===== config.mk =====
export PLATFORM = sky130hd
export DESIGN_NAME = escape_sequence_decoder_top_flat
export DESIGN_NICKNAME = d
export VERILOG_FILES = /design/src/design/esd_pkg.sv /design/src/design/esd_in_if.sv /design/src/design/esd_out_if.sv /design/src/design/esd_decode.sv /design/src/design/esd_res_q.sv /design/src/design/escape_sequence_decoder_top.sv /design/src/flat_wrapper.sv
export SDC_FILE = /design/constraint.sdc
export NUM_CORES = 1
export LEC_CHECK = 0
export BUFFER_PORTS_ARGS = -buffer_cell sky130_fd_sc_hd__buf_4
export CAP_MARGIN = 10
export CORE_ASPECT_RATIO = 1.4
export CORE_MARGIN = 8
export CORE_UTILIZATION = 40
export DETAILED_ROUTE_END_ITERATION = 6
export GPL_TIMING_DRIVEN = 0
export MAX_ROUTING_LAYER = met4
export SETUP_SLACK_MARGIN = 0.3
export SYNTH_ARGS = -nofsm -noshare
export SYNTH_HDL_FRONTEND = slang
export SYNTH_HIERARCHICAL = 1
export SYNTH_SLANG_ARGS = --single-unit

===== constraint.sdc =====
create_clock -name clk -period 7.4 [get_ports clk]
set_input_delay 0 -clock clk [delete_from_list [all_inputs] [get_ports clk]]
set_output_delay 0 -clock clk [all_outputs]
set_load 0.01 [all_outputs]

===== src/design/esd_pkg.sv =====
// Shared types and constants for the escape sequence decoder.
`timescale 1ns / 1ps

package esd_pkg;

  localparam int CP_W    = 32;  // code point width
  localparam int Q_DEPTH = 4;   // result queue entries
  localparam int Q_IDX_W = $clog2(Q_DEPTH);
  localparam int Q_CNT_W = $clog2(Q_DEPTH + 1);

  // One result item.
  typedef struct packed {
    logic [CP_W-1:0] out_char;
    logic            bad_escape;
    logic            last_out;
  } res_t;

  // Results produced by one accepted input item.
  typedef struct packed {
    logic [1:0] n_res;  // 0, 1 or 2
    res_t       res0;
    res_t       res1;
  } dec_out_t;

endpackage


===== src/design/esd_in_if.sv =====
// Input channel: code point and end-of-text marker.
`timescale 1ns / 1ps

interface esd_in_if import esd_pkg::*; ();
  logic            valid;
  logic            ready;
  logic [CP_W-1:0] code_point;
  logic            end_of_text;

  modport source (output valid, output code_point, output end_of_text, input ready);
  modport sink (input valid, input code_point, input end_of_text, output ready);
endinterface


===== src/design/esd_out_if.sv =====
// Result channel: decoded character, error flag and last marker.
`timescale 1ns / 1ps

interface esd_out_if import esd_pkg::*; ();
  logic            valid;
  logic            ready;
  logic [CP_W-1:0] out_char;
  logic            bad_escape;
  logic            last_out;

  modport source (output valid, output out_char, output bad_escape, output last_out,
                  input ready);
  modport sink (input valid, input out_char, input bad_escape, input last_out,
                output ready);
endinterface


===== src/design/esd_decode.sv =====
// Escape decoding state and per-item result logic.
`timescale 1ns / 1ps

module esd_decode import esd_pkg::*; (
  input  logic            clk,
  input  logic            rst_n,
  input  logic            fire,
  input  logic [CP_W-1:0] code_point,
  input  logic            end_of_text,
  output dec_out_t        dec
);

  typedef enum logic [2:0] {
    M_NORMAL = 3'd0,
    M_ESC    = 3'd1,
    M_HEX    = 3'd2,
    M_OCT    = 3'd3,
    M_UNI    = 3'd4
  } mode_t;

  localparam logic [CP_W-1:0] CH_NUL    = 32'h00;
  localparam logic [CP_W-1:0] CH_SQUOTE = 32'h27;
  localparam logic [CP_W-1:0] CH_DQUOTE = 32'h22;
  localparam logic [CP_W-1:0] CH_QMARK  = 32'h3F;
  localparam logic [CP_W-1:0] BACKSLASH = 32'h5C;
  localparam logic [CP_W-1:0] CH_A      = 32'h61;
  localparam logic [CP_W-1:0] CH_B      = 32'h62;
  localparam logic [CP_W-1:0] CH_E      = 32'h65;
  localparam logic [CP_W-1:0] CH_F      = 32'h66;
  localparam logic [CP_W-1:0] CH_N      = 32'h6E;
  localparam logic [CP_W-1:0] CH_R      = 32'h72;
  localparam logic [CP_W-1:0] CH_T      = 32'h74;
  localparam logic [CP_W-1:0] CH_V      = 32'h76;
  localparam logic [CP_W-1:0] CH_X      = 32'h78;
  localparam logic [CP_W-1:0] CH_ZERO   = 32'h30;
  localparam logic [CP_W-1:0] CH_LC_U   = 32'h75;
  localparam logic [CP_W-1:0] CH_UC_U   = 32'h55;
  localparam logic [CP_W-1:0] ESC_CHAR  = 32'h1B;

  mode_t           mode_r, mode_nxt;
  logic [CP_W-1:0] acc_r, acc_nxt;
  logic [3:0]      dleft_r, dleft_nxt;
  logic            anul_r, anul_nxt;

  logic            is_hex, is_oct;
  logic [3:0]      hv;
  logic [3:0]      dleft_dec;
  logic [CP_W-1:0] acc_sh4, acc_sh3;
  logic            pre_v, pre_b, norm_v, fin_v, fin_b, run_norm;
  logic [CP_W-1:0] pre_c, fin_c;
  res_t            pre_res, norm_res, fin_res;
  logic [1:0]      n_raw;

  always_comb begin
    is_hex = 1'b0;
    hv     = code_point[3:0];
    if (code_point >= 32'h30 && code_point <= 32'h39) begin
      is_hex = 1'b1;
    end else if ((code_point >= 32'h61 && code_point <= 32'h66) ||
                 (code_point >= 32'h41 && code_point <= 32'h46)) begin
      is_hex = 1'b1;
      hv     = code_point[3:0] + 4'd9;
    end
    is_oct    = (code_point >= 32'h30 && code_point <= 32'h37);
    acc_sh4   = {acc_r[CP_W-5:0], hv};
    acc_sh3   = {acc_r[CP_W-4:0], code_point[2:0]};
    dleft_dec = dleft_r - 4'd1;
  end

  always_comb begin
    mode_nxt  = mode_r;
    acc_nxt   = acc_r;
    dleft_nxt = dleft_r;
    anul_nxt  = anul_r;
    pre_v     = 1'b0;
    pre_c     = '0;
    pre_b     = 1'b0;
    run_norm  = 1'b0;
    norm_v    = 1'b0;
    fin_v     = 1'b0;
    fin_c     = '0;
    fin_b     = 1'b0;

    // Mode-specific handling of the character
    case (mode_r)
      M_NORMAL: begin
        run_norm = 1'b1;
      end
      M_ESC: begin
        mode_nxt = M_NORMAL;
        case (code_point)
          CH_SQUOTE, CH_DQUOTE, CH_QMARK, BACKSLASH: begin
            pre_v = 1'b1;
            pre_c = code_point;
          end
          CH_A: begin pre_v = 1'b1; pre_c = 32'h07; end
          CH_B: begin pre_v = 1'b1; pre_c = 32'h08; end
          CH_F: begin pre_v = 1'b1; pre_c = 32'h0C; end
          CH_N: begin pre_v = 1'b1; pre_c = 32'h0A; end
          CH_R: begin pre_v = 1'b1; pre_c = 32'h0D; end
          CH_T: begin pre_v = 1'b1; pre_c = 32'h09; end
          CH_V: begin pre_v = 1'b1; pre_c = 32'h0B; end
          CH_E: begin pre_v = 1'b1; pre_c = ESC_CHAR; end
          CH_X: begin
            mode_nxt = M_HEX;
            acc_nxt  = '0;
          end
          CH_ZERO: begin
            mode_nxt = M_OCT;
            acc_nxt  = '0;
          end
          CH_LC_U: begin
            mode_nxt  = M_UNI;
            acc_nxt   = '0;
            dleft_nxt = 4'd4;
          end
          CH_UC_U: begin
            mode_nxt  = M_UNI;
            acc_nxt   = '0;
            dleft_nxt = 4'd8;
          end
          default: begin
            // unknown escape: drop the backslash
            run_norm = 1'b1;
          end
        endcase
      end
      M_HEX: begin
        if (is_hex) begin
          acc_nxt = acc_sh4;
        end else begin
          pre_v    = 1'b1;
          pre_c    = acc_r;
          mode_nxt = M_NORMAL;
          run_norm = 1'b1;
        end
      end
      M_OCT: begin
        if (is_oct) begin
          acc_nxt = acc_sh3;
        end else begin
          pre_v    = 1'b1;
          pre_c    = acc_r;
          mode_nxt = M_NORMAL;
          run_norm = 1'b1;
        end
      end
      M_UNI: begin
        if (is_hex) begin
          acc_nxt   = acc_sh4;
          dleft_nxt = dleft_dec;
          if (dleft_dec == 4'd0) begin
            pre_v    = 1'b1;
            pre_c    = acc_sh4;
            mode_nxt = M_NORMAL;
          end
        end else begin
          pre_v     = 1'b1;
          pre_b     = 1'b1;
          mode_nxt  = M_NORMAL;
          dleft_nxt = 4'd0;
          run_norm  = 1'b1;
        end
      end
      default: begin
        mode_nxt = M_NORMAL;
        run_norm = 1'b1;
      end
    endcase

    // Plain character handling
    if (run_norm) begin
      if (anul_r) begin
        norm_v = 1'b1;
      end else if (code_point == BACKSLASH) begin
        mode_nxt = M_ESC;
      end else begin
        norm_v = 1'b1;
        if (code_point == CH_NUL) begin
          anul_nxt = 1'b1;
        end
      end
    end

    // End of string: flush a pending escape, then return to reset state
    if (end_of_text) begin
      if (mode_nxt == M_HEX || mode_nxt == M_OCT) begin
        fin_v = 1'b1;
        fin_c = acc_nxt;
      end else if (mode_nxt == M_ESC || mode_nxt == M_UNI) begin
        fin_v = 1'b1;
        fin_b = 1'b1;
      end
      mode_nxt  = M_NORMAL;
      acc_nxt   = '0;
      dleft_nxt = 4'd0;
      anul_nxt  = 1'b0;
    end
  end

  // Compact up to two results
  always_comb begin
    pre_res  = '{out_char: pre_c, bad_escape: pre_b, last_out: 1'b0};
    norm_res = '{out_char: code_point, bad_escape: 1'b0, last_out: 1'b0};
    fin_res  = '{out_char: fin_c, bad_escape: fin_b, last_out: 1'b0};
    n_raw    = 2'({1'b0, pre_v} + {1'b0, norm_v} + {1'b0, fin_v});
    dec.n_res = (n_raw > 2'd2) ? 2'd2 : n_raw;
    dec.res0  = pre_v ? pre_res : (norm_v ? norm_res : fin_res);
    dec.res1  = (pre_v && norm_v) ? norm_res : fin_res;
    if (end_of_text) begin
      if (dec.n_res == 2'd2) begin
        dec.res1.last_out = 1'b1;
      end else begin
        dec.res0.last_out = 1'b1;
      end
    end
  end

  always_ff @(posedge clk) begin
    if (!rst_n) begin
      mode_r  <= M_NORMAL;
      acc_r   <= '0;
      dleft_r <= 4'd0;
      anul_r  <= 1'b0;
    end else if (fire) begin
      mode_r  <= mode_nxt;
      acc_r   <= acc_nxt;
      dleft_r <= dleft_nxt;
      anul_r  <= anul_nxt;
    end
  end

  a_eot_resets: assert property (@(posedge clk) disable iff (!rst_n)
    fire && end_of_text |=> mode_r == M_NORMAL && acc_r == '0 && !anul_r)
    else $error("state not cleared after end of text");

  a_eot_has_result: assert property (@(posedge clk) disable iff (!rst_n)
    fire && end_of_text |-> dec.n_res != 2'd0)
    else $error("final item produced no result");

  a_uni_count: assert property (@(posedge clk) disable iff (!rst_n)
    mode_r == M_UNI |-> dleft_r != 4'd0 && dleft_r <= 4'd8)
    else $error("unicode digit count out of range");

endmodule


===== src/design/esd_res_q.sv =====
// Result queue between the decoder and the result channel.
`timescale 1ns / 1ps

module esd_res_q import esd_pkg::*; (
  input  logic     clk,
  input  logic     rst_n,
  input  logic     fire,
  input  dec_out_t dec,
  output logic     in_ready,
  output logic     out_valid,
  input  logic     out_ready,
  output res_t     head
);

  res_t               q_r [Q_DEPTH];
  logic [Q_IDX_W-1:0] wp_r, rp_r;
  logic [Q_CNT_W-1:0] cnt_r, cnt_nxt;
  logic [1:0]         n_push;
  logic               pop;
  logic [Q_IDX_W-1:0] wp_inc;

  assign n_push    = fire ? dec.n_res : 2'd0;
  assign out_valid = (cnt_r != '0);
  assign pop       = out_valid && out_ready;
  // room for two results keeps every item's output in one push
  assign in_ready  = (cnt_r <= Q_CNT_W'(Q_DEPTH - 2));
  assign head      = q_r[rp_r];
  assign wp_inc    = wp_r + Q_IDX_W'(1);
  assign cnt_nxt   = cnt_r + Q_CNT_W'(n_push) - Q_CNT_W'(pop);

  always_ff @(posedge clk) begin
    if (n_push != 2'd0) begin
      q_r[wp_r] <= dec.res0;
    end
    if (n_push == 2'd2) begin
      q_r[wp_inc] <= dec.res1;
    end
  end

  always_ff @(posedge clk) begin
    if (!rst_n) begin
      wp_r  <= '0;
      rp_r  <= '0;
      cnt_r <= '0;
    end else begin
      wp_r  <= wp_r + Q_IDX_W'(n_push);
      rp_r  <= rp_r + Q_IDX_W'(pop);
      cnt_r <= cnt_nxt;
    end
  end

  a_no_overflow: assert property (@(posedge clk) disable iff (!rst_n)
    cnt_r <= Q_CNT_W'(Q_DEPTH))
    else $error("result queue overflow");

  a_ptr_track: assert property (@(posedge clk) disable iff (!rst_n)
    Q_IDX_W'(wp_r - rp_r) == cnt_r[Q_IDX_W-1:0])
    else $error("queue pointers disagree with fill count");

endmodule


===== src/design/escape_sequence_decoder_top.sv =====
// Top level of the C-style escape sequence decoder.
`timescale 1ns / 1ps

//  channel   dir   handshake            payload
//  in_ch     in    valid/ready          code_point[31:0], end_of_text
//  out_ch    out   valid/ready          out_char[31:0], bad_escape, last_out
//
//  Each input item is decoded in the cycle it is accepted; its zero, one or
//  two results land in a four-entry result queue, which hands them to out_ch
//  in order. One item per cycle is sustained while out_ch.ready is high and
//  each item yields at most one result; an item that yields two (a digit run
//  cut short by the next character) drains one result at a time through the
//  single read port of the queue. in_ch.ready is high while the queue has
//  room for two results, so input is taken while results wait. Reset is
//  synchronous and puts the decoder in plain text mode with an empty queue.

module escape_sequence_decoder_top import esd_pkg::*; (
  input  logic clk,
  input  logic rst_n,
  esd_in_if.sink    in_ch,
  esd_out_if.source out_ch
);

  dec_out_t dec;
  res_t     head;
  logic     fire;
  logic     q_ready;

  // accept an item when the queue can hold everything it produces
  assign in_ch.ready = q_ready;
  assign fire        = in_ch.valid && q_ready;

  // decode the item against the current escape state
  esd_decode u_decode (
    .clk         (clk),
    .rst_n       (rst_n),
    .fire        (fire),
    .code_point  (in_ch.code_point),
    .end_of_text (in_ch.end_of_text),
    .dec         (dec)
  );

  // hold results until the sink takes them
  esd_res_q u_res_q (
    .clk       (clk),
    .rst_n     (rst_n),
    .fire      (fire),
    .dec       (dec),
    .in_ready  (q_ready),
    .out_valid (out_ch.valid),
    .out_ready (out_ch.ready),
    .head      (head)
  );

  assign out_ch.out_char   = head.out_char;
  assign out_ch.bad_escape = head.bad_escape;
  assign out_ch.last_out   = head.last_out;

endmodule


===== src/flat_wrapper.sv =====
// flat-port wrapper written by rule: the top's interface ports become plain ports
module escape_sequence_decoder_top_flat import esd_pkg::*;
  (clk, rst_n, in_ch_valid, in_ch_code_point, in_ch_end_of_text, in_ch_ready, out_ch_valid, out_ch_out_char, out_ch_bad_escape, out_ch_last_out, out_ch_ready);
  esd_in_if in_ch_i ();
  esd_out_if out_ch_i ();
  input  logic clk;
  input  logic rst_n;
  input wire logic [$bits(in_ch_i.valid)-1:0] in_ch_valid;
  input wire logic [$bits(in_ch_i.code_point)-1:0] in_ch_code_point;
  input wire logic [$bits(in_ch_i.end_of_text)-1:0] in_ch_end_of_text;
  output wire logic [$bits(in_ch_i.ready)-1:0] in_ch_ready;
  output wire logic [$bits(out_ch_i.valid)-1:0] out_ch_valid;
  output wire logic [$bits(out_ch_i.out_char)-1:0] out_ch_out_char;
  output wire logic [$bits(out_ch_i.bad_escape)-1:0] out_ch_bad_escape;
  output wire logic [$bits(out_ch_i.last_out)-1:0] out_ch_last_out;
  input wire logic [$bits(out_ch_i.ready)-1:0] out_ch_ready;
  assign in_ch_i.valid = in_ch_valid;
  assign in_ch_i.code_point = in_ch_code_point;
  assign in_ch_i.end_of_text = in_ch_end_of_text;
  assign in_ch_ready = in_ch_i.ready;
  assign out_ch_valid = out_ch_i.valid;
  assign out_ch_out_char = out_ch_i.out_char;
  assign out_ch_bad_escape = out_ch_i.bad_escape;
  assign out_ch_last_out = out_ch_i.last_out;
  assign out_ch_i.ready = out_ch_ready;
  escape_sequence_decoder_top u_core (.clk(clk), .rst_n(rst_n), .in_ch(in_ch_i), .out_ch(out_ch_i));
endmodule

==> impl_metrics.csv, run 1 <==
group,metric,value,unit
worst_setup_path,cp-startpoint,"u_core/u_decode/mode_r[2]$_SDFFE_PN0P_",
floorplan,io_pins,73,
sta,tightest_slew,1.07,ns
pwr,leakage,4.44,nW
floorplan,die_height,214,um
grt,grt-ovfl-total,0,
worst_setup_path,crit_end,"u_core/u_res_q/q_r[0][18]$_DFFE_PP_",
routing,vias,8421,
clock_tree,root_buffer,"clkbuf_16",
place,routabilityCongestion,0.918,
status,status,"finished, violations left",
worst_setup_path,end_kind,"register",
sta,setup_tns,0,ns
routing,drc,17,
status,failed_checks,"DRC",
routing,dr.pass1.iters,7,
clock_tree,cts_resized,0,
synth,netlist_area,11200,um^2
routing,drt-vias-per-instance,6.00,
worst_setup_path,critical_path_class,"reg -> reg",
flow_run,max-cap-violations,0,
synth,synth_edf_count,136,
pwr,total_power,2.81,mW
pwr,pwr_density_cell,220,nW/um^2
grt,grt_max_degree,35,
routing,routed_wl,31800,um
clock_tree,cts_setup_buffers,0,
synth,ys_ff_latch,183,
cells_and_area,synthToLayoutAreaGrowth,14.3,%
clock_tree,htreeDepth,4,
pwr,p_int,2.01,mW
worst_setup_path,reg2reg_setup_slack,2.28,ns
synth,synthCells,927,
synth,yosys_warnings,6,
cells_and_area,fin_nets,1068,
routing,drt-wirelength-per-cell,22.6,um
worst_setup_path,worstPathRequired,7.58,ns
sta,fmax,195,MHz
clock_tree,insertion_delay,0.44,ns
routing,ant_nets,0,
synth,postSynthAreaPerCell,12.1,um^2
sta,fin_crit_sh,0.692,
pwr,comb_power_share,0.262,
sta,setup_viol,0,
grt,grt_pass1_vias,8392,
floorplan,start_util,0.406,
sta,slew_headroom,0.289,
synth,syn-num-nets,975,
grt,antenna_found_initial,0,
worst_setup_path,cp-start-kind,"register",
worst_setup_path,r2r_cells,15,
worst_hold_path,hp-class,"in -> reg",
clock_tree,clk_pin_slew_worst_paths,0.07,ns
sta,hold_viol,0,
floorplan,core_area,27600,um^2
floorplan,dieArea,33600,um^2
synth,ys_seq_area_frac,0.450,
routing,drt_iter0_drc,854,
floorplan,row_count,72,
synth,ys.flop_type,"edfxtp_1",
pwr,irDropWorstVdd,170,uV
sta,skew,0.0116,ns
sta,rsz0062_at_grt,"no",
synth,synthArstFlopShare,0,
worst_setup_path,worstPathMaxFanout,10,
pwr,seq_power_share,0.439,
cells_and_area,drive_above_1_share,0.331,
pwr,power_switching,0.801,mW
floorplan,die_w,157,um
worst_setup_path,cp_data_arrival_time,5.31,ns
synth,ys_types,82,
clock_tree,cts_tree,"built",
cells_and_area,num_antenna_cells,0,
pwr,clockPowerShare,0.298,
grt,grt_pass1_wl,48100,um
clock_tree,cts_max_path_buffers,2,
worst_setup_path,r2r-start,"u_core/u_decode/mode_r[2]$_SDFFE_PN0P_",
pwr,switching_share,0.285,
clock_tree,cts_made_buffers,17,
clock_tree,clock-sinks,183,
sta,drv_slew,0,
worst_setup_path,r2r_end,"u_core/u_res_q/q_r[0][18]$_DFFE_PP_",
sta,min_period,5.12,ns
place,port_buffers,70,
place,dpl.hpwl,22700,um
grt,grt_usage,0.194,
## sequential cells by signal, summed over array words and instances (netlist names)
| signal | cells |
|---|---|
| u_core/u_decode/dleft_r | 4 |
| u_core/u_res_q/q_r | 136 |
| u_core/u_res_q/wp_r | 2 |
| u_core/u_decode/anul_r | 1 |
| u_core/u_decode/mode_r | 3 |
| u_core/u_res_q/rp_r | 2 |
| u_core/u_decode/acc_r | 32 |
| u_core/u_res_q/cnt_r | 3 |
## routing by layer
| layer | GRT usage | routed length, um | part of all wire |
|---|---|---|---|
| met2 | 0.333 | 16300 | 0.51 |
| met1 | 0.214 | 12600 | 0.40 |
| met5 | - | 0 | 0 |
| met3 | 0.0355 | 1620 | 0.051 |
| met4 | 0.0964 | 1270 | 0.040 |
## layout make-up
type	instances	area, um^2
Fill cell	2601	14800
Multi-Input combinational cell	653	5620
Sequential cell	183	5020
Timing Repair Buffer	74	593
Buffer	75	478
Tap cell	370	463
Clock buffer	18	429
Clock inverter	14	103
Inverter	16	60.1
## repair_timing
action,CTS,global route
hold buffers,2,0
endpoints found under the hold margin,7,0
endpoints found under the setup margin,0,0
## layout by cell type (no fill, tap or decap), types with 27 or more instances in the layout
master / Yosys / final
a22o_1: 58 / 58
mux2_4: 30 / 30
nand2_1: 65 / 65
edfxtp_1: 136 / 136
a21oi_1: 47 / 47
mux4_2: 34 / 34
buf_4: 4 / 74
mux2_2: 107 / 107
o21ai_1: 27 / 27
dfxtp_1: 47 / 47
o21ai_0: 43 / 43
## synth_stat cells, types with 8 or more instances
cell	instances	area share
a21oi_1	47	0.021
mux2_2	107	0.11
nand3_1	10	0.0045
buf_2	26	0.012
a22o_1	58	0.045
nor2_1	27	0.0091
nor3_1	9	0.0040
o21ai_1	27	0.012
dfxtp_1	47	0.084
clkbuf_1	25	0.0084
buf_6	13	0.013
ha_1	9	0.010
edfxtp_1	136	0.37
o21ai_0	43	0.019
mux2_4	30	0.040
nand2_1	65	0.022
nor4_1	8	0.0045
a222oi_1	25	0.022
inv_1	16	0.0054
mux4_2	34	0.069
and2_1	16	0.0090
## kinds of logic after synthesis
family / synth area share
fa+ha+maj: 0.0137
compound gates: 0.178
mux: 0.217
buf+inv: 0.0481
simple gates: 0.0867
xor+xnor: 0.00705
flops: 0.450
## metrics by stage
step           instance area, um^2  worst slack [ns]  utilization  std cells  hold WS [ns]
2_1_floorplan                11200              2.52            -        927         0.122
3_3_place_gp                 12200             0.274        0.441       1367         0.309
3_5_place_dp                 12200              2.16        0.443       1369         0.313
4_1_cts                      12800              2.28        0.463       1403        0.0121
5_1_grt                      12800              1.97        0.463       1403        0.0565
6_report                     12800              2.28        0.463       1403        0.0347
## critical path, cell delays in order (launching register included)
cell      delay (ns)
dfxtp_1         0.37
inv_1           0.22
nand3_1         0.18
nor3_1          0.23
nor4b_1         0.72
a211o_1         0.19
nand3_1         0.10
a31oi_1         0.42
nor2_1          0.12
fa_1            0.47
inv_1           0.21
nor2_1          0.16
nand3b_4        0.21
nor2_2          0.48
buf_2           0.42
mux2_2          0.38
## worst min-delay path by stage
stage | cells past startpoint | slack, ns | startpoint | endpoint
floorplan | 1 | 0.12 | rst_n | u_core/u_res_q/cnt_r[0]$_SDFF_PN0_
global placement | 2 | 0.31 | rst_n | u_core/u_res_q/rp_r[1]$_SDFF_PN0_
detailed placement | 2 | 0.31 | rst_n | u_core/u_res_q/rp_r[1]$_SDFF_PN0_
CTS | 4 | 0.01 | in_ch_end_of_text | u_core/u_decode/dleft_r[2]$_SDFFE_PN0P_
global route | 4 | 0.06 | in_ch_end_of_text | u_core/u_decode/dleft_r[2]$_SDFFE_PN0P_
finish | 4 | 0.03 | in_ch_end_of_text | u_core/u_decode/dleft_r[2]$_SDFFE_PN0P_
## power groups by stage
stage	combinational [mW]	sequential (mW)	clock, mW
2_1_floorplan	0.445	1.25	0
3_5_place_dp	0.754	1.26	0
4_1_cts	0.758	1.23	0.855
6_report	0.737	1.23	0.837
3_3_place_gp	0.735	1.26	0
5_1_grt	0.799	1.24	0.895
No activity file was read; power rests on OpenSTA's default activity.
==> run 2: changes to the inputs <==
--- a/config.mk
+++ b/config.mk
@@ -5,6 +5,7 @@
 export SDC_FILE = /design/constraint.sdc
 export NUM_CORES = 1
 export LEC_CHECK = 0
+export ABC_AREA = 1
 export BUFFER_PORTS_ARGS = -buffer_cell sky130_fd_sc_hd__buf_4
 export CAP_MARGIN = 10
 export CORE_ASPECT_RATIO = 1.4
==> constraint.sdc (replaced) <==
create_clock -name clk -period 4.8 [get_ports clk]
set_input_delay 0 -clock clk [delete_from_list [all_inputs] [get_ports clk]]
set_output_delay 0 -clock clk [all_outputs]
set_load 0.01 [all_outputs]
==> run 2 against run 1 <==
- the flow now finishes without violations
- global-route usage rose by 5.2 points
- worst setup slack got worse by 1.7 ns
- register-to-register slack got worse by 1.6 ns
- sequential power rose by 56%
- routed wire length rose by 38%
- cell area rose by 8.7%
- power rose by 61%
- sequential share of layout area fell by 3.1 points
- clock power rose by 59%
- largest power group unchanged
==> impl_metrics.csv, run 2 <==
group,metric,value,unit
status,status,"complete, no violations",
cells_and_area,synthToLayoutAreaGrowth,14.5,%
grt,antenna_found_initial,0,
worst_setup_path,end_kind,"register",
routing,drt-vias-per-instance,5.52,
synth,yosysMostFrequentCell,"nand2_1",
grt,grt_max_degree,32,
pwr,total_power,4.51,mW
synth,ys.flop_type,"edfxtp_1",
worst_setup_path,cp_data_arrival_time,4.35,ns
routing,routed_wl,43800,um
synth,ys_ff_latch,183,
worst_setup_path,worstPathMaxFanout,31,
sta,setup_tns,0,ns
routing,vias,12300,
place,dp_slack,-0.560,ns
sta,fin_crit_sh,0.880,
routing,drt_iter0_drc,1002,
sta,worst_slack,0.578,ns
synth,synth_top_cell_by_area,"edfxtp_1",
sta,holdWs,0.0686,ns
grt,grt_pass1_vias,12000,
synth,yosys_warnings,6,
pwr,pwr_density_cell,325,nW/um^2
routing,ant_nets,0,
pwr,leakage,5.68,nW
floorplan,start_util,0.405,
clock_tree,cts_made_buffers,17,
synth,netlist_area,12100,um^2
synth,ys_seq_area_frac,0.414,
sta,skew,0.0196,ns
clock_tree,cts_max_path_buffers,2,
sta,rsz0062_at_grt,"no",
worst_setup_path,cp_cell_sequence,"buf_4, nor2_1, nand2_1, nor2_2, nand2_1, nor2_8, nand4_1, nor2_4, inv_2, nand2_1, inv_2, a21oi_4, buf_2, nor2_1, fa_1, inv_1, nand2_2, nor2_4, nand2_1, clkbuf_2, nand2_2, buf_12",
worst_setup_path,cp-start-kind,"input port",
cells_and_area,top_regs,"u_core/u_res_q/q_r (136), u_core/u_decode/acc_r (32), u_core/u_decode/dleft_r (4)",
cells_and_area,fin_util,0.464,
place,dpl_cell_area,13300,um^2
sta,tightest_slew,0.916,ns
place,dp.cells,2203,
synth,synthCells,1743,
grt,grt_usage,0.246,
synth,ys_top_cells_by_count,"nand2_1, o21ai_0, nor2_1, edfxtp_1, inv_1",
worst_setup_path,cpPeakStageDelay,0.44,ns
floorplan,row_count,75,
clock_tree,root_buffer,"clkbuf_16",
cells_and_area,stdcell_count,2237,
synth,synth_edf_count,136,
worst_hold_path,hp-class,"in -> reg",
cells_and_area,top_register,"u_core/u_res_q/q_r",
synth,synth_top_area_frac,0.337,
sta,slew_headroom,0.387,
cells_and_area,stdcell_area,13900,um^2
clock_tree,insertion_delay,0.45,ns
pwr,irDropWorstVdd,241,uV
routing,drt-wirelength-per-cell,19.6,um
cells_and_area,drive_above_1_share,0.121,
place,routabilityCongestion,0.939,
flow_run,max-cap-violations,0,
synth,ys_types,44,
floorplan,die_height,222,um
floorplan,die_w,163,um
sta,drv_slew,0,
cells_and_area,final_cell_mix,"nand2_1, o21ai_0, nor2_1, edfxtp_1, inv_1",
clock_tree,clock-sinks,183,
worst_setup_path,critical_path_class,"in -> reg",
routing,drc,0,
worst_setup_path,cp_slowest_cell,"fa_1",
synth,synthArstFlopShare,0,
cells_and_area,layout_commonest_cell,"nand2_1",
place,dpl.hpwl,33900,um
grt,grt-ovfl-total,0,
synth,syn-num-nets,1791,
sta,fmax,237,MHz
synth,synth.area.top_cells,"edfxtp_1, nand2_1, o21ai_0",
synth,postSynthAreaPerCell,6.96,um^2
place,port_buffers,71,
sta,setup_viol,0,
floorplan,core_area,29900,um^2
floorplan,dieArea,36200,um^2
clock_tree,cts_tree,"built",
grt,grt_pass1_wl,67000,um
worst_setup_path,path_common_cell,"nand2_1",
cells_and_area,num_antenna_cells,0,
sta,min_period,4.22,ns
sta,hold_viol,0,
worst_setup_path,worstPathRequired,4.92,ns
clock_tree,clk_pin_slew_worst_paths,0.08,ns
clock_tree,htreeDepth,4,
cells_and_area,largest_reg_flops,136,
cells_and_area,fin_nets,1889,
floorplan,io_pins,73,
routing,dr.pass1.iters,5,
## run 2: cell type report
class	instances	area [um^2]
inverter	140	526
multi-input combinational	1316	6130
clock inverter	12	106
timing repair buffer	79	673
fill	3124	16100
clock buffer	18	429
buffer	104	515
sequential	183	5020
tap	385	482
## run 2: what timing repair did
action                     CTS  global route
setup buffers                0             1
setup endpoints to repair  134           135
resized for setup            9             7
hold endpoints to repair     9             0
gates cloned                 0             0
pin swaps                    0             1
hold buffers                 3             0
## run 2: routing by layer
metal	part of all wire	GRT usage	wire [um]	vias to the layer above
met5	0	-	0	-
met4	0.056	0.145	2470	0
met3	0.056	0.0321	2480	141
met2	0.51	0.422	22200	523
met1	0.38	0.265	16700	5723
li1	-	-	-	5954
## run 2: final timing paths
kind                            slack [ns]  depth (start not counted)                                     end                                    from
worst max-delay path                  0.58                         22      u_core/u_res_q/q_r[3][5]$_DFFE_PP_                    in_ch_code_point[22]
worst min-delay path                  0.07                          5     u_core/u_res_q/q_r[1][12]$_DFFE_PP_                    in_ch_code_point[10]
worst max register to register        0.65                         25      u_core/u_res_q/cnt_r[2]$_SDFF_PN0_  u_core/u_decode/mode_r[1]$_SDFFE_PN0P_
worst min register to register        0.49                          2  u_core/u_decode/acc_r[29]$_SDFFE_PN0P_  u_core/u_decode/acc_r[29]$_SDFFE_PN0P_
## run 2: cell families (layout without fill, tap and decap cells)
family,after synthesis,after routing,synth area share
flops,183,183,0.414
buf+inv,244,353,0.0852
simple gates,923,923,0.312
compound gates,378,378,0.173
xor+xnor,4,4,0.00289
fa+ha+maj,11,11,0.0126
## run 2: worst max-delay path, delay by kind of cell
kind            cells  cell delay (ns)
compound gates      1             0.23
fa+ha+maj           1             0.44
buf+inv             7             1.29
simple gates       13             2.37
## run 2: power breakdown
group / leakage, nW / internal, mW / switching, mW / total [mW]
Clock: 0.253 / 0.708 / 0.620 / 1.33
Combinational: 3.81 / 0.455 / 0.808 / 1.26
Sequential: 1.62 / 1.87 / 0.0455 / 1.92
==> run 3: changes to the inputs <==
--- a/config.mk
+++ b/config.mk
@@ -14,6 +14,7 @@
 export DETAILED_ROUTE_END_ITERATION = 6
 export GPL_TIMING_DRIVEN = 0
 export MAX_ROUTING_LAYER = met4
+export PLACE_DENSITY = 0.66
 export SETUP_SLACK_MARGIN = 0.3
 export SYNTH_ARGS = -nofsm -noshare
 export SYNTH_HDL_FRONTEND = slang
==> run 3 against run 2 <==
- die area did not move
- via count rose by 1.3%
- fmax fell by 3.4%
- combinational power barely moved
- power rose by 0.54%
- first-iteration DRC count rose by 10%
- utilization barely moved
- worst hold slack improved by 0.0046 ns
- non-clock buffer count fell by 1
- largest cell class unchanged
- highest routed layer unchanged
==> impl_metrics.csv, run 3 (same netlist as run 2, synthesis figures left out) <==
group,metric,value,unit
worst_setup_path,crit_family,"simple AND/OR/NAND/NOR gates",
floorplan,start_util,0.405,
routing,dr.pass1.iters,5,
place,port_buffers,71,
worst_setup_path,cp_slowest_cell,"fa_1",
worst_setup_path,r2r-start,"u_core/u_decode/mode_r[1]$_SDFFE_PN0P_",
floorplan,die_height,222,um
grt,antenna_found_initial,0,
cells_and_area,layout_commonest_cell,"nand2_1",
grt,grt-ovfl-total,0,
worst_setup_path,cp-startpoint,"in_ch_code_point[23]",
cells_and_area,top_regs,"u_core/u_res_q/q_r (136), u_core/u_decode/acc_r (32), u_core/u_decode/dleft_r (4)",
worst_setup_path,path_buf_inv,7,
routing,routed_wl,43000,um
sta,worst_slack,0.429,ns
grt,grt_usage,0.241,
pwr,irDropWorstVdd,241,uV
worst_setup_path,cpPeakStageDelay,0.44,ns
clock_tree,cts_tree,"built",
worst_hold_path,min_path_cells,5,
cells_and_area,fin_nets,1888,
pwr,pwr_density_cell,326,nW/um^2
worst_setup_path,worstPathMaxFanout,28,
cells_and_area,largest_reg_flops,136,
worst_setup_path,worstPathRequired,4.94,ns
routing,drt_iter0_drc,1103,
clock_tree,clk_pin_slew_worst_paths,0.06,ns
worst_setup_path,critical_path_class,"in -> reg",
pwr,total_power,4.53,mW
grt,grt_pass1_vias,12100,
place,dp.cells,2203,
clock_tree,clock-sinks,183,
sta,setup_viol,0,
clock_tree,cts_made_buffers,17,
floorplan,io_pins,73,
floorplan,core_area,29900,um^2
worst_setup_path,cp_cell_sequence,"buf_4, nor2_1, nand2_1, nor2_1, nand2_1, nor2_8, nand4_1, nor2_4, inv_2, nand2_1, inv_2, a21oi_4, buf_2, nor2_1, fa_1, inv_1, nand2_2, nor2_4, nand2_1, clkbuf_2, nand2_2, buf_12",
routing,drt-wirelength-per-cell,19.2,um
sta,rsz0062_at_grt,"yes",
sta,slew_headroom,0.413,
cells_and_area,top_register,"u_core/u_res_q/q_r",
cells_and_area,final_cell_mix,"nand2_1, o21ai_0, nor2_1, edfxtp_1, inv_1",
cells_and_area,seq_area,5020,um^2
grt,grt_pass1_wl,66200,um
worst_setup_path,crit_cells,22,
clock_tree,cts_max_path_buffers,2,
worst_hold_path,hp-class,"in -> reg",
floorplan,dieArea,36200,um^2
clock_tree,htreeDepth,4,
floorplan,die_w,163,um
sta,skew,0.0101,ns
cells_and_area,multi_input_area,6120,um^2
worst_hold_path,hp-start,"in_ch_code_point[9]",
routing,vias,12500,
pwr,leakage,5.69,nW
sta,min_period,4.37,ns
sta,tightest_slew,0.878,ns
cells_and_area,synthToLayoutAreaGrowth,14.5,%
status,status,"complete, no violations",
sta,drv_slew,0,
worst_setup_path,r2r_cells,18,
worst_setup_path,end_kind,"register",
sta,hold_viol,0,
sta,setup_tns,0,ns
cells_and_area,num_antenna_cells,0,
routing,drc,0,
flow_run,max-cap-violations,0,
worst_setup_path,path_common_cell,"nand2_1",
cells_and_area,fillerInstances,3062,
sta,fmax,229,MHz
place,dpl.hpwl,33300,um
routing,drt-vias-per-instance,5.59,
routing,ant_nets,0,
place,routabilityCongestion,0.985,
worst_setup_path,cp-start-kind,"input port",
cells_and_area,drive_above_1_share,0.121,
clock_tree,insertion_delay,0.45,ns
clock_tree,root_buffer,"clkbuf_16",
floorplan,row_count,75,
cells_and_area,stdcell_count,2238,
grt,grt_max_degree,29,
sta,fin_crit_sh,0.911,
place,dp_slack,-0.489,ns
worst_setup_path,cp_data_arrival_time,4.51,ns
-- run 3: per-stage QoR --
step,hold WS [ns],utilization,area [um^2]
floorplan,0.0935,-,12100
global placement,0.268,0.439,13100
detailed placement,0.267,0.443,13200
CTS,0.0556,0.463,13900
global route,0.0697,0.464,13900
finish,0.0732,0.464,13900
-- run 3: cell type report --
| class | count | share of cell area |
|---|---|---|
| inverters | 140 | 0.0378 |
| flip-flops and latches | 183 | 0.362 |
| clock inverters | 13 | 0.00892 |
| multi-input cells | 1316 | 0.441 |
| clock buffers | 19 | 0.0312 |
| repair buffers | 78 | 0.0474 |
| plain buffers | 104 | 0.0371 |
| well taps | 385 | 0.0347 |
-- run 3: what timing repair did --
item / 4_1_cts / 5_1_grt
resized for setup: 8 / 7
buffers inserted: 0 / 0
setup endpoints to repair: 130 / 238
pin swaps: 0 / 0
endpoints found under the hold margin: 9 / 0
hold buffers: 3 / 0
-- run 3: worst paths after layout --
kind | end | slack [ns]
worst max-delay path | u_core/u_res_q/q_r[3][18]$_DFFE_PP_ | 0.43
worst min-delay path | u_core/u_res_q/q_r[3][11]$_DFFE_PP_ | 0.07
worst max register to register | u_core/u_res_q/q_r[1][14]$_DFFE_PP_ | 0.61
worst min register to register | u_core/u_decode/acc_r[29]$_SDFFE_PN0P_ | 0.49
-- run 3: worst register-to-register path: stages, from the launching register on --
cell,delay (ns)
dfxtp_1,0.41
inv_2,0.05
nor2_1,0.11
inv_1,0.09
a21oi_4,0.24
inv_1,0.10
nand2_2,0.20
inv_2,0.14
a21oi_1,0.15
nand3_1,0.11
nand2_1,0.25
clkbuf_4,0.30
fa_1,0.44
nor2_2,0.18
nor2_4,0.08
nand2_1,0.25
clkbuf_2,0.33
nand2_4,0.24
buf_16,0.24
-- run 3: power by group --
part           total (mW)  internal, mW  leakage, nW  switching (mW)
sequential           1.92          1.87         1.62          0.0473
combinational        1.26         0.451         3.80           0.811
clock                1.35         0.720        0.265           0.630
-- run 3: routing by layer --
metal,global-route usage,vias to the layer above,part of all wire
li1,-,5969,-
met1,0.254,5789,0.37
met2,0.420,613,0.52
met3,0.0314,135,0.054
met4,0.143,0,0.057
met5,-,-,0
